$ cat src/hdl/ppdi_pkg.sv
`timescale 1ns / 1ps
// Shared constants and types for the pulse peak, decay time and integral block.
// Depends on nothing; every other file of the block imports it.
package ppdi_pkg;

  localparam int HALF_WINDOW_DEF = 10;
  localparam int MAX_RECORD_DEF  = 4096;

  localparam int SAMPLE_W    = 16;
  localparam int TIME_W      = 32;
  localparam int DECAY_W     = 33;
  localparam int INTEG_W     = 62;
  localparam int PAIR_SUM_W  = SAMPLE_W + 1;
  localparam int DELTA_T_W   = TIME_W + 1;
  localparam int TRAP_PROD_W = PAIR_SUM_W + DELTA_T_W;

  // 1/e in Q16, and the matching shift for the other side of the compare.
  localparam int INV_E_Q16 = 24109;
  localparam int Q16_SHIFT = 16;

  localparam logic signed [SAMPLE_W-1:0] SAMPLE_MIN = 16'sh8000;
  localparam logic signed [SAMPLE_W-1:0] SAMPLE_MAX = 16'sh7fff;

  // Per-item position flags, worked out once from the sample counter and the end flag.
  typedef struct packed {
    logic first;         // first sample of a record
    logic rec_end;       // last sample of a record
    logic sub_old;       // the oldest window sample leaves the sum
    logic center;        // a full window exists, so this item has a center
    logic first_center;  // the first full window of the record
    logic short_rec;     // the record is no longer than one window so far
  } ppdi_flags_t;

endpackage

$ cat src/hdl/pulse_peak_decay_integral.sv
`timescale 1ns / 1ps
// Top level of the pulse peak, moving-average peak, decay time and integral block.
// Depends on ppdi_pkg for field widths, the 1/e constant and the item flag struct.

// One waveform record streams in, one sample item per cycle, and one result item
// comes out after the record's last sample (or after MAX_RECORD samples). The block
// takes a new item in every cycle; a sample passes three stages (input register,
// window sum and trapezoid product, peak and crossing decision), and a result then
// takes two more stages for the divide of the peak window sum by the window length,
// and the output register then holds the result for the receiver. The input is
// stalled only while a finished result sits in the last stage and the output
// register still holds an earlier result that the receiver stalls; the whole
// pipeline holds in that case. While the receiver stalls a held result and no
// second result is waiting behind it, samples keep flowing. The moving average is
// compared as window sums, and the fall below peak/e is tested as
// sum * 2^16 < ref * 24109, where the scaled reference is kept in a register so
// that no multiplier sits in the per-item decision loop. The polarity register is
// written through its own valid/ready port, which is always ready; write it only
// while the block is idle.
module pulse_peak_decay_integral #(
  parameter int HALF_WINDOW = ppdi_pkg::HALF_WINDOW_DEF,
  parameter int MAX_RECORD  = ppdi_pkg::MAX_RECORD_DEF
) (
  input  logic                                    clk_i,
  input  logic                                    rst_ni,
  // Configuration write port.
  input  logic                                    cfg_valid_i,
  output logic                                    cfg_ready_o,
  input  logic                                    cfg_invert_polarity_i,
  // Sample items.
  input  logic                                    in_valid_i,
  output logic                                    in_stall_o,
  input  logic signed [ppdi_pkg::SAMPLE_W-1:0]    sample_value_i,
  input  logic signed [ppdi_pkg::TIME_W-1:0]      sample_time_i,
  input  logic                                    record_end_i,
  // Result items.
  output logic                                    out_valid_o,
  input  logic                                    out_stall_i,
  output logic signed [ppdi_pkg::SAMPLE_W-1:0]    max_sample_o,
  output logic signed [ppdi_pkg::SAMPLE_W-1:0]    avg_peak_o,
  output logic signed [ppdi_pkg::TIME_W-1:0]      peak_time_o,
  output logic signed [ppdi_pkg::DECAY_W-1:0]     decay_time_o,
  output logic signed [ppdi_pkg::INTEG_W-1:0]     integral_doubled_o,
  output logic                                    short_record_o
);
  import ppdi_pkg::*;

  localparam int WIN    = 2 * HALF_WINDOW + 1;
  localparam int TDEPTH = HALF_WINDOW + 1;
  // A window sum of WIN samples fits in SUM_W signed bits.
  localparam int SUM_W  = $clog2(WIN) + SAMPLE_W;
  localparam int SC_W   = SUM_W + Q16_SHIFT;
  localparam int CNT_W  = $clog2(MAX_RECORD);
  localparam int DIVM_W = SUM_W + 1;
  localparam int MUL_W  = SUM_W + DIVM_W;

  localparam logic signed [SUM_W-1:0] WinS   = SUM_W'(WIN);
  localparam logic signed [SC_W-1:0]  WinSc  = SC_W'(WIN);
  localparam logic signed [SC_W-1:0]  InvES  = SC_W'(INV_E_Q16);
  localparam logic [SUM_W:0]          WinU   = (SUM_W + 1)'(WIN);
  // Reciprocal of the window length; the estimate it gives is at most one low.
  localparam logic [DIVM_W-1:0]       DivM   = DIVM_W'((64'(1) << SUM_W) / WIN);

  // ---------------------------------------------------------------------------
  // Handshake and configuration
  // ---------------------------------------------------------------------------
  logic advance;
  logic in_acc;
  logic invert_q;

  logic s1_v_q, s2_v_q, s3_v_q, r1_v_q, r2_v_q;
  logic out_valid_q;

  // The whole pipeline moves together; it halts only when a result in the last
  // stage cannot be loaded into the output register.
  assign advance     = !(r2_v_q && out_valid_q && out_stall_i);
  assign in_stall_o  = !advance;
  assign in_acc      = in_valid_i && advance;
  assign cfg_ready_o = 1'b1;

  always_ff @(posedge clk_i or negedge rst_ni) begin
    if (!rst_ni) begin
      invert_q <= 1'b0;
    end else if (cfg_valid_i) begin
      invert_q <= cfg_invert_polarity_i;
    end
  end

  // ---------------------------------------------------------------------------
  // Input stage: polarity, sample counter, trapezoid pair terms
  // ---------------------------------------------------------------------------
  logic signed [SAMPLE_W-1:0]   x_in;
  logic signed [SAMPLE_W-1:0]   prev_x_q;
  logic signed [TIME_W-1:0]     prev_t_q;
  logic [CNT_W-1:0]             cnt_q;
  ppdi_flags_t                  flags_in;
  logic signed [PAIR_SUM_W-1:0] pair_sum;
  logic signed [DELTA_T_W-1:0]  delta_t;

  always_comb begin
    x_in = sample_value_i;
    if (invert_q) begin
      x_in = (sample_value_i == SAMPLE_MIN) ? SAMPLE_MAX : -sample_value_i;
    end
    flags_in.first        = (cnt_q == '0);
    flags_in.rec_end      = record_end_i || (32'(cnt_q) == MAX_RECORD - 1);
    flags_in.sub_old      = (32'(cnt_q) >= WIN);
    flags_in.center       = (32'(cnt_q) >= WIN - 1);
    flags_in.first_center = (32'(cnt_q) == WIN - 1);
    flags_in.short_rec    = (32'(cnt_q) <= WIN - 1);
    pair_sum = PAIR_SUM_W'(prev_x_q) + PAIR_SUM_W'(x_in);
    delta_t  = DELTA_T_W'(sample_time_i) - DELTA_T_W'(prev_t_q);
  end

  logic signed [SAMPLE_W-1:0]   s1_x_q;
  logic signed [TIME_W-1:0]     s1_t_q;
  logic signed [PAIR_SUM_W-1:0] s1_pair_q;
  logic signed [DELTA_T_W-1:0]  s1_dt_q;
  ppdi_flags_t                  s1_flags_q;

  always_ff @(posedge clk_i or negedge rst_ni) begin
    if (!rst_ni) begin
      cnt_q  <= '0;
      s1_v_q <= 1'b0;
    end else if (advance) begin
      s1_v_q <= in_valid_i;
      if (in_valid_i) begin
        cnt_q <= flags_in.rec_end ? '0 : cnt_q + 1'b1;
      end
    end
  end

  always_ff @(posedge clk_i) begin
    if (in_acc) begin
      prev_x_q <= x_in;
      prev_t_q <= sample_time_i;
    end
    if (advance) begin
      s1_x_q     <= x_in;
      s1_t_q     <= sample_time_i;
      s1_pair_q  <= pair_sum;
      s1_dt_q    <= delta_t;
      s1_flags_q <= flags_in;
    end
  end

  // ---------------------------------------------------------------------------
  // Stage 2: sliding window sum, center-time delay line, trapezoid product
  // ---------------------------------------------------------------------------
  logic signed [SAMPLE_W-1:0] win_q [WIN];
  logic signed [TIME_W-1:0]   tdl_q [TDEPTH];
  logic signed [SUM_W-1:0]    sum_run_q;
  logic signed [SUM_W-1:0]    sum_new;

  // The oldest window entry is the sample WIN items back; it leaves the sum once
  // the window is full. The first sample of a record restarts the sum.
  always_comb begin
    sum_new = s1_flags_q.first ? '0 : sum_run_q;
    if (s1_flags_q.sub_old) begin
      sum_new = sum_new - SUM_W'(win_q[WIN-1]);
    end
    sum_new = sum_new + SUM_W'(s1_x_q);
  end

  logic signed [SAMPLE_W-1:0]    s2_x_q;
  logic signed [SUM_W-1:0]       s2_sum_q;
  logic signed [TRAP_PROD_W-1:0] s2_prod_q;
  ppdi_flags_t                   s2_flags_q;

  always_ff @(posedge clk_i or negedge rst_ni) begin
    if (!rst_ni) begin
      s2_v_q <= 1'b0;
    end else if (advance) begin
      s2_v_q <= s1_v_q;
    end
  end

  always_ff @(posedge clk_i) begin
    if (advance) begin
      s2_x_q     <= s1_x_q;
      s2_sum_q   <= sum_new;
      s2_prod_q  <= s1_pair_q * s1_dt_q;
      s2_flags_q <= s1_flags_q;
      if (s1_v_q) begin
        sum_run_q <= sum_new;
        win_q[0]  <= s1_x_q;
        for (int i = 1; i < WIN; i++) begin
          win_q[i] <= win_q[i-1];
        end
        tdl_q[0] <= s1_t_q;
        for (int i = 1; i < TDEPTH; i++) begin
          tdl_q[i] <= tdl_q[i-1];
        end
      end
    end
  end

  // ---------------------------------------------------------------------------
  // Stage 3 registers: scaled sum, center time; record scalars updated here
  // ---------------------------------------------------------------------------
  logic signed [SAMPLE_W-1:0] largest_q;
  logic signed [SAMPLE_W-1:0] first_val_q;
  logic signed [INTEG_W-1:0]  trap_q;

  logic signed [SUM_W-1:0]    s3_sum_q;
  logic signed [SC_W-1:0]     s3_psum_q;
  logic signed [TIME_W-1:0]   s3_ctime_q;
  ppdi_flags_t                s3_flags_q;

  always_ff @(posedge clk_i or negedge rst_ni) begin
    if (!rst_ni) begin
      s3_v_q <= 1'b0;
    end else if (advance) begin
      s3_v_q <= s2_v_q;
    end
  end

  // The delay line already holds this item's time, so its last tap is the
  // time of the window center.
  always_ff @(posedge clk_i) begin
    if (advance) begin
      s3_sum_q   <= s2_sum_q;
      s3_psum_q  <= s2_sum_q * InvES;
      s3_ctime_q <= tdl_q[HALF_WINDOW];
      s3_flags_q <= s2_flags_q;
      if (s2_v_q) begin
        if (s2_flags_q.first) begin
          largest_q   <= s2_x_q;
          first_val_q <= s2_x_q;
          trap_q      <= '0;
        end else begin
          if (s2_x_q > largest_q) begin
            largest_q <= s2_x_q;
          end
          trap_q <= trap_q + INTEG_W'(s2_prod_q);
        end
      end
    end
  end

  // ---------------------------------------------------------------------------
  // Stage 3 decision: peak tracking and the 1/e crossing
  // ---------------------------------------------------------------------------
  logic signed [SUM_W-1:0]  ref_q, ref_d;
  logic signed [SC_W-1:0]   refsc_q, refsc_d;
  logic                     from_q, from_d;
  logic signed [TIME_W-1:0] best_t_q, best_t_d;
  logic                     cross_q, cross_d;
  logic signed [TIME_W-1:0] cross_t_q, cross_t_d;
  logic signed [SC_W-1:0]   sum_shift;
  logic                     beats_ref;

  // On the first sample the reference becomes WIN times that sample, which is
  // the sum a window of the first sample alone would have.
  always_comb begin
    ref_d     = s3_flags_q.first ? s3_sum_q * WinS : ref_q;
    refsc_d   = s3_flags_q.first ? s3_psum_q * WinSc : refsc_q;
    from_d    = s3_flags_q.first ? 1'b0 : from_q;
    best_t_d  = s3_flags_q.first ? '0 : best_t_q;
    cross_d   = s3_flags_q.first ? 1'b0 : cross_q;
    cross_t_d = cross_t_q;
    sum_shift = $signed({s3_sum_q, {Q16_SHIFT{1'b0}}});
    beats_ref = (s3_sum_q > ref_d);
    if (s3_flags_q.center) begin
      if (s3_flags_q.first_center) begin
        best_t_d = s3_ctime_q;
        if (beats_ref) begin
          ref_d   = s3_sum_q;
          refsc_d = s3_psum_q;
          from_d  = 1'b1;
        end
      end else if (beats_ref) begin
        ref_d    = s3_sum_q;
        refsc_d  = s3_psum_q;
        from_d   = 1'b1;
        best_t_d = s3_ctime_q;
        cross_d  = 1'b0;
      end else if (!cross_d && (sum_shift < refsc_d)) begin
        cross_d   = 1'b1;
        cross_t_d = s3_ctime_q;
      end
    end
  end

  always_ff @(posedge clk_i) begin
    if (advance && s3_v_q) begin
      ref_q     <= ref_d;
      refsc_q   <= refsc_d;
      from_q    <= from_d;
      best_t_q  <= best_t_d;
      cross_q   <= cross_d;
      cross_t_q <= cross_t_d;
    end
  end

  // ---------------------------------------------------------------------------
  // Result stages: divide the peak sum by WIN, then the output register
  // ---------------------------------------------------------------------------
  logic [SUM_W-1:0]           ref_abs;
  logic signed [TIME_W-1:0]   end_t;

  assign ref_abs = ref_d[SUM_W-1] ? SUM_W'(-ref_d) : SUM_W'(ref_d);
  assign end_t   = cross_d ? cross_t_d : s3_ctime_q;

  logic signed [SAMPLE_W-1:0] r1_max_q, r2_max_q;
  logic signed [SAMPLE_W-1:0] r1_first_q, r2_first_q;
  logic                       r1_from_q, r2_from_q;
  logic [SUM_W-1:0]           r1_abs_q, r2_abs_q;
  logic                       r1_neg_q, r2_neg_q;
  logic signed [TIME_W-1:0]   r1_ptime_q, r2_ptime_q;
  logic signed [DECAY_W-1:0]  r1_decay_q, r2_decay_q;
  logic signed [INTEG_W-1:0]  r1_trap_q, r2_trap_q;
  logic                       r1_short_q, r2_short_q;
  logic [MUL_W-1:0]           r2_mul_q;

  always_ff @(posedge clk_i or negedge rst_ni) begin
    if (!rst_ni) begin
      r1_v_q <= 1'b0;
      r2_v_q <= 1'b0;
    end else if (advance) begin
      r1_v_q <= s3_v_q && s3_flags_q.rec_end;
      r2_v_q <= r1_v_q;
    end
  end

  always_ff @(posedge clk_i) begin
    if (advance) begin
      r1_max_q   <= largest_q;
      r1_first_q <= first_val_q;
      r1_from_q  <= from_d;
      r1_abs_q   <= ref_abs;
      r1_neg_q   <= ref_d[SUM_W-1];
      r1_ptime_q <= s3_flags_q.center ? best_t_d : '0;
      r1_decay_q <= s3_flags_q.center ? DECAY_W'(end_t) - DECAY_W'(best_t_d) : '0;
      r1_trap_q  <= trap_q;
      r1_short_q <= s3_flags_q.short_rec;

      r2_max_q   <= r1_max_q;
      r2_first_q <= r1_first_q;
      r2_from_q  <= r1_from_q;
      r2_abs_q   <= r1_abs_q;
      r2_neg_q   <= r1_neg_q;
      r2_ptime_q <= r1_ptime_q;
      r2_decay_q <= r1_decay_q;
      r2_trap_q  <= r1_trap_q;
      r2_short_q <= r1_short_q;
      r2_mul_q   <= MUL_W'(r1_abs_q) * MUL_W'(DivM);
    end
  end

  // The reciprocal estimate is exact or one low; one remainder compare fixes it.
  logic [SUM_W:0]             div_est;
  logic [SUM_W:0]             div_rem;
  logic [SUM_W:0]             div_quo;
  logic [SUM_W:0]             div_signed;
  logic signed [SAMPLE_W-1:0] avg_d;

  always_comb begin
    div_est    = r2_mul_q[MUL_W-1:SUM_W];
    div_rem    = {1'b0, r2_abs_q} - (div_est * WinU);
    div_quo    = div_est + (SUM_W + 1)'(div_rem >= WinU);
    div_signed = r2_neg_q ? -div_quo : div_quo;
    avg_d      = r2_from_q ? $signed(div_signed[SAMPLE_W-1:0]) : r2_first_q;
  end

  logic signed [SAMPLE_W-1:0] out_max_q, out_avg_q;
  logic signed [TIME_W-1:0]   out_ptime_q;
  logic signed [DECAY_W-1:0]  out_decay_q;
  logic signed [INTEG_W-1:0]  out_trap_q;
  logic                       out_short_q;

  always_ff @(posedge clk_i or negedge rst_ni) begin
    if (!rst_ni) begin
      out_valid_q <= 1'b0;
    end else if (r2_v_q && advance) begin
      out_valid_q <= 1'b1;
    end else if (!out_stall_i) begin
      out_valid_q <= 1'b0;
    end
  end

  always_ff @(posedge clk_i) begin
    if (r2_v_q && advance) begin
      out_max_q   <= r2_max_q;
      out_avg_q   <= avg_d;
      out_ptime_q <= r2_ptime_q;
      out_decay_q <= r2_decay_q;
      out_trap_q  <= r2_trap_q;
      out_short_q <= r2_short_q;
    end
  end

  assign out_valid_o        = out_valid_q;
  assign max_sample_o       = out_max_q;
  assign avg_peak_o         = out_avg_q;
  assign peak_time_o        = out_ptime_q;
  assign decay_time_o       = out_decay_q;
  assign integral_doubled_o = out_trap_q;
  assign short_record_o     = out_short_q;

  // ---------------------------------------------------------------------------
  // Assertions
  // ---------------------------------------------------------------------------
  a_stall_needs_held_result: assert property (@(posedge clk_i) disable iff (!rst_ni)
    in_stall_o |-> (out_valid_o && out_stall_i))
    else $error("input stalled without a held result");

  a_result_not_dropped: assert property (@(posedge clk_i) disable iff (!rst_ni)
    (r2_v_q && !advance) |=> r2_v_q)
    else $error("pending result lost while output was held");

  a_end_makes_result: assert property (@(posedge clk_i) disable iff (!rst_ni)
    (s3_v_q && s3_flags_q.rec_end && advance) |=> r1_v_q)
    else $error("record end did not start a result");

  a_first_restarts_peak: assert property (@(posedge clk_i) disable iff (!rst_ni)
    (s3_v_q && s3_flags_q.first && advance) |=> (!cross_q && !from_q))
    else $error("first sample did not restart peak tracking");

endmodule

$ cat config.mk
export PLATFORM = sky130hd
export DESIGN_NAME = pulse_peak_decay_integral
export DESIGN_NICKNAME = d
export VERILOG_FILES = /design/src/hdl/ppdi_pkg.sv /design/src/hdl/pulse_peak_decay_integral.sv
export SDC_FILE = /design/constraint.sdc
export NUM_CORES = 2
export LEC_CHECK = 0
export ABC_AREA = 0
export BUFFER_PORTS_ARGS = -buffer_cell sky130_fd_sc_hd__buf_4
export CORE_UTILIZATION = 45
export CTS_BUF_LIST = sky130_fd_sc_hd__clkbuf_4
export CTS_CLUSTER_SIZE = 40
export DETAILED_ROUTE_END_ITERATION = 12
export GPL_TIMING_DRIVEN = 1
export PLACE_DENSITY_LB_ADDON = 0.15
export SYNTH_ARGS = -nofsm -noshare
export SYNTH_HDL_FRONTEND = slang
export SYNTH_SLANG_ARGS = --single-unit
$ cat constraint.sdc
create_clock -name clk_i -period 55.5 [get_ports clk_i]
set_input_delay 2.775 -clock clk_i [delete_from_list [all_inputs] [get_ports clk_i]]
set_output_delay 2.775 -clock clk_i [all_outputs]
set_load 0.03 [all_outputs]
[Word-level counts from Yosys, hierarchy flattened]
Memories as Yosys holds them, arrays and structs flattened. A register that Yosys moved wholly into a read port is not among the register bits.
Cells that the tools add are included.
Storage, ports and cells
  bits in registers: 1126
  bits in latches: 0
  memory bits (writable): 688
  memory bits (read-only): 0
  input bits: 55
  output and inout port bits: 163
  logic and storage cells: 159
  memories kept: 2
Operators by class
  add/subtract/negate cells: 12
  multipliers: 6
  div/mod/pow operators: 0
  $lt $le $gt $ge: 7
  eq/ne operators: 4
  shift-type cells: 0
  mux-type cells: 38
  bitwise operators: 1
  reduce and logical (&&, ||, !) cells: 18
Memories
  tdl_q: depth 11, bits a word 32, read ports 11, clocked after memory_dff 1, wr ports 11, line pulse_peak_decay_integral.sv:151  | logic signed [TIME_W-1:0] tdl_q [TDEPTH];
  win_q: depth 21, bits a word 16, read ports 21, clocked after memory_dff 0, wr ports 21, line pulse_peak_decay_integral.sv:150  | logic signed [SAMPLE_W-1:0] win_q [WIN];
Operators with widths (number)
  $mux W32: 9
  $mux W37: 3
  $mux W21: 5
  $mux W16: 6
  $sub A32 B32 Y33: 2
  $add A62 B50 Y62: 1
  $mul A17 B33 Y50: 1
  $lt A37 B37 Y1: 1
  $mul A21 B16 Y37 const B: 1
  $mul A37 B6 Y37 const B: 1
  $mul A21 B14 Y35 const B: 1
  $neg A16 Y16: 2
  $ge A12 B5 Y1 const B: 2
  $ge A22 B5 Y1 const B: 1
  $mul A17 B5 Y22 const B: 1
  $sub A21 B22 Y22: 1
  $add A21 B16 Y21: 1
  $gt A21 B21 Y1: 1
  $mul A21 B6 Y21 const B: 1
  $neg A21 Y21: 1
  $sub A21 B16 Y21: 1
  $mux W20: 1
  $add A16 B16 Y17: 1
  $add A16 B1 Y16: 1
  17 further kinds: 40

[Longest topological paths before layout]
  word-level depth: 10
  depth in mapped cells: 39
  gate-level depth less buffers: 38

[Worst setup path before layout]
OpenSTA, ideal clock, no wires.
  kind: input -> register
  from: in out_stall_i
  to: reg sum_run_q[0] (enable)
  library setup time: 1171 ps
  data arrival time: 34179 ps
  data required time: 54329 ps
  setup slack: 20151 ps
  stages: 2
  path buffers: 0
  cells stage by stage: nand3_1 > and2_1
On the way
  cells in the longest elaborated chain, start to end: 3
Ends and longest elaborated chain
  start: declaration: line pulse_peak_decay_integral.sv:38  | input logic out_stall_i,
  $logic_and A1 B1 Y1: line pulse_peak_decay_integral.sv:76  | assign advance = !(r2_v_q && out_valid_q && out_stall_i);
  $not A1 Y1 (no line)
  $reduce_and A2 Y1 (no line)
  end signal: assignment: line pulse_peak_decay_integral.sv:185  | sum_run_q <= sum_new;
  end: declaration: line pulse_peak_decay_integral.sv:152  | logic signed [SUM_W-1:0] sum_run_q;
Every way passes these cells.
A chain may end at the register's enable or synchronous reset.

[Worst setup path in the final report]
  from: reg s3_sum_q[3]
  to: reg r1_decay_q[31], data pin
On the way
  cells in the longest elaborated chain, start to end: 8
  elaborated cells on any way between the ends: 18
  those cells by class: 1 x add/sub; 1 x mul; 2 x order compare; 13 x mux; 1 x reduce/logical
Ends and longest elaborated chain
  start: declaration: line pulse_peak_decay_integral.sv:205  | logic signed [SUM_W-1:0] s3_sum_q;
  start signal: assignment: line pulse_peak_decay_integral.sv:222  | s3_sum_q <= s2_sum_q;
  $mul A21 B6 Y21 or $lt A37 B37 Y1 (tied branches): line pulse_peak_decay_integral.sv:256, pulse_peak_decay_integral.sv:278
  $mux W21 or $logic_and A1 B1 Y1 (tied branches): line pulse_peak_decay_integral.sv:256, pulse_peak_decay_integral.sv:278
  $gt A21 B21 Y1, or another cell as far along: line pulse_peak_decay_integral.sv:263  | beats_ref = (s3_sum_q > ref_d);
  $mux W32 or $mux W1 (tied branches): line pulse_peak_decay_integral.sv:272  | end else if (beats_ref) begin
  $mux W32 or $mux W1 (tied branches): line pulse_peak_decay_integral.sv:265  | if (s3_flags_q.first_center) begin
  $mux W32 or $mux W1 (tied branches): line pulse_peak_decay_integral.sv:264  | if (s3_flags_q.center) begin
  $mux W32: line pulse_peak_decay_integral.sv:303  | assign end_t = cross_d ? cross_t_d : s3_ctime_q;
  $sub A32 B32 Y33 *: line pulse_peak_decay_integral.sv:334  | r1_decay_q <= s3_flags_q.center ? DECAY_W'(end_t) - DECAY_W'(best_t_d) : '0;
  end signal: assignment: line pulse_peak_decay_integral.sv:334
  end: declaration: line pulse_peak_decay_integral.sv:311  | logic signed [DECAY_W-1:0] r1_decay_q, r2_decay_q;
Mark *: on every way between the ends. The rest lies on a longest branch, timed or not.

==> flow_metrics.py <==
metrics = {
    "global_routing": {
        "grt_max_degree": 176,
        "gr-total-overflow": 0,
        "grt_pass1_wl_um": 366000,
        "antenna_found_initial": 11,
        "first_global_vias": 67100,
        "grtUsageTotal_pct": 19.3,
    },
    "floorplan": {
        "chipWidth_um": 492,
        "die-area_sq_um": 242000,
        "rows": 179,
        "ioPinCount": 218,
        "core_area_sq_um": 238000,
        "die_h_um": 492,
        "start_util_pct": 45.3,
    },
    "synthesis": {
        "synth_top_family_by_area": "adder cells",
        "syn-cell-area_sq_um": 108000,
        "synth_edf_count": 1807,
        "ys_seq_elements": 1826,
        "synthAdderAreaFrac_pct": 25.4,
        "syn_area_per_cell_sq_um": 13.0,
        "synthCells": 8337,
        "synth_nets": 10100,
        "synthFlopType": "edfxtp_1",
        "synth_compound_area_share_pct": 6.58,
        "yosysMostFrequentCell": "edfxtp_1",
        "synth-simple-area-share_pct": 7.69,
        "yosys_warnings": 0,
        "ys_top_cells_by_count": "edfxtp_1, inv_1, ha_1, fa_1, nand2_1",
        "synth_xor_xnor_area_share_pct": 2.83,
        "yosysUniqueCellTypes": 98,
        "synth_top_area_cell": "edfxtp_1",
        "synth_top_area_share_pct": 50.2,
        "synth_area_leaders": "edfxtp_1, fa_1, ha_1, inv_1, xnor2_1",
        "ys_seq_area_share_pct": 50.7,
        "async_flop_share_pct": 1.04,
        "synth.area.mux_share_pct": 1.62,
    },
    "sta": {
        "slew_violations": 0,
        "worstMarginPinSlew_ns": 1.16,
        "fin_crit_ns": 10.27,
        "fin_hold_ws_ns": 0.278,
        "finClkSkew_ns": 0.160,
        "setup_tns_ns": 0,
        "hold_viol": 0,
        "period_share_pct": 18.5,
        "setup_viol": 0,
        "fin_ws_ns": 45.23,
        "max_slew_margin_pct": 23.0,
        "rsz0062_at_grt": "false",
        "timing.fmax_mhz": 97.4,
    },
    "cts": {
        "postCtsSetupRepairBufs": 0,
        "postCtsResizedCells": 0,
        "cts_tree": "done",
        "clk_latency_ns": 1.46,
        "cts_hold_buf": 0,
        "cts.path.max_buffers": 4,
        "clock-sinks": 1826,
        "cts_buffers": 476,
        "clkTransAtPathRegs_ns": 0.07,
        "cts-htree-levels": 5,
        "clock-root-buffer": "clkbuf_4",
    },
    "routing": {
        "wire_per_inst_um": 18.3,
        "drc": 24,
        "wl_met3_um": 10100,
        "dr.pass1.iters": 12,
        "wl_met1_um": 102000,
        "top_layer": "met5",
        "met2_length_um": 111000,
        "first_iter_violations": 3810,
        "vias": 63700,
        "via_per_inst": 5.13,
        "drtAntennaViolNets": 0,
        "wl_um": 228000,
    },
    "worst_hold_path": {
        "hold_class": "reg -> reg",
    },
    "finish": {
        "drive_above_1_share_pct": 12.9,
        "nNetsFinal": 10700,
        "n_fill_cell": 21000,
        "syn2layout_area_growth_pct": 10.5,
    },
    "critical_path": {
        "cp_max_fo": 44,
        "end_kind": "register",
        "max_stage_delay_ns": 0.59,
        "cp.required_ns": 56.79,
        "arrival_ns": 11.55,
        "path_class": "reg -> reg",
        "startpoint_type": "register",
        "slowest_stage": "fa_1",
    },
    "placement": {
        "place_ws_ns": 45.41,
        "dpl.hpwl_um": 164000,
        "gp_congestion": 0.850,
        "io_buffers": 216,
    },
    "status": {
        "violations": "design-rule violations",
        "status": "finished with violations",
    },
    "flow_run": {
        "maxCapViolations": 0,
    },
}
==> worst paths after layout <==
kind / from / end / slack (ns) / depth (start not counted)
min in group asynchronous: rst_ni / r2_v_q / 1.30 / 1
max: s3_sum_q[3] / r1_decay_q[31] / 45.23 / 36
max in group asynchronous: rst_ni / cnt_q[4] / 53.87 / 1
min: r2_trap_q[44] / integral_doubled_o[44] / 0.28 / 0
min reg2reg: r2_trap_q[44] / integral_doubled_o[44] / 0.28 / 0
max reg2reg: s3_sum_q[3] / r1_decay_q[31] / 45.23 / 36
==> stage by stage <==
step                      cell area, sq um  std cells  util, %
after floorplan                     108000       8337        -
after global placement              113000      11600     47.6
after detailed placement            113000      11600     47.6
after CTS                           119000      12400     50.1
after global routing                119000      12400     50.1
final                               119000      12400     50.1
==> critical path, delay by kind of cell (launching register included) <==
| kind | cells | cell delay (ns) |
|---|---|---|
| xor+xnor | 1 | 0.13 |
| flops | 1 | 0.57 |
| simple gates | 3 | 0.75 |
| mux | 4 | 1.27 |
| buf+inv | 3 | 0.55 |
| compound gates | 19 | 4.59 |
| fa+ha+maj | 6 | 2.22 |
==> logic make-up after synthesis <==
logic type | Yosys count
AOI/OAI and AO/OA | 1101
xor gates and xnor gates | 348
adders and majority gates | 1696
buffers and inverters | 1497
DFF | 1826
muxes | 161
other | 1
and+or+nand+nor | 1707
==> flip-flops by register name, indices dropped and copies added, names as in the netlist, 32 cells and up <==
name                flops
best_t_q               32
cross_t_q              32
decay_time_o           33
integral_doubled_o     62
peak_time_o            32
prev_t_q               32
r1_decay_q             33
r1_ptime_q             32
r1_trap_q              62
r2_decay_q             33
r2_ptime_q             32
r2_trap_q              62
refsc_q                37
s1_dt_q                33
s1_t_q                 32
s2_prod_q              50
s3_ctime_q             32
s3_psum_q              35
tdl_q                 352
trap_q                 62
win_q                 336
==> cell usage in the layout, fill, tap and decap left out, types with 55 or more instances in the layout <==
cell / n
xnor2_1: 233
nor2_1: 383
xor2_1: 114
mux2_2: 102
o21ai_0: 204
mux2i_1: 55
ha_1: 871
clkinv_1: 78
edfxtp_1: 1807
nor2b_1: 91
a31oi_1: 68
nand2b_1: 86
nand3_1: 95
a21oi_1: 323
inv_1: 1319
nor3_1: 69
buf_4: 269
fa_1: 825
nand2_1: 538
a21o_1: 175
clkbuf_4: 701
and2_1: 228
==> final cells by class <==
type / count / area, sq um / area share [%]
clock buffer: 701 / 5260 / 4.41
clock inverter: 110 / 609 / 0.510
antenna: 14 / 35.0 / 0.0293
sequential: 1826 / 54700 / 45.8
timing repair buffer: 273 / 2100 / 1.76
inverter: 1323 / 4970 / 4.16
tap: 3167 / 3960 / 3.32
multi-input combinational: 5014 / 47700 / 40.0
==> routing by layer <==
layer	GRT usage, %	up-vias
met5	0	-
met4	5.69	2
met3	3.17	331
met2	32.4	1336
met1	25.6	31900
li1	-	30100
Power is not shown: default switching activity piles up to over one toggle a cycle in this logic, so the estimate is an artifact.
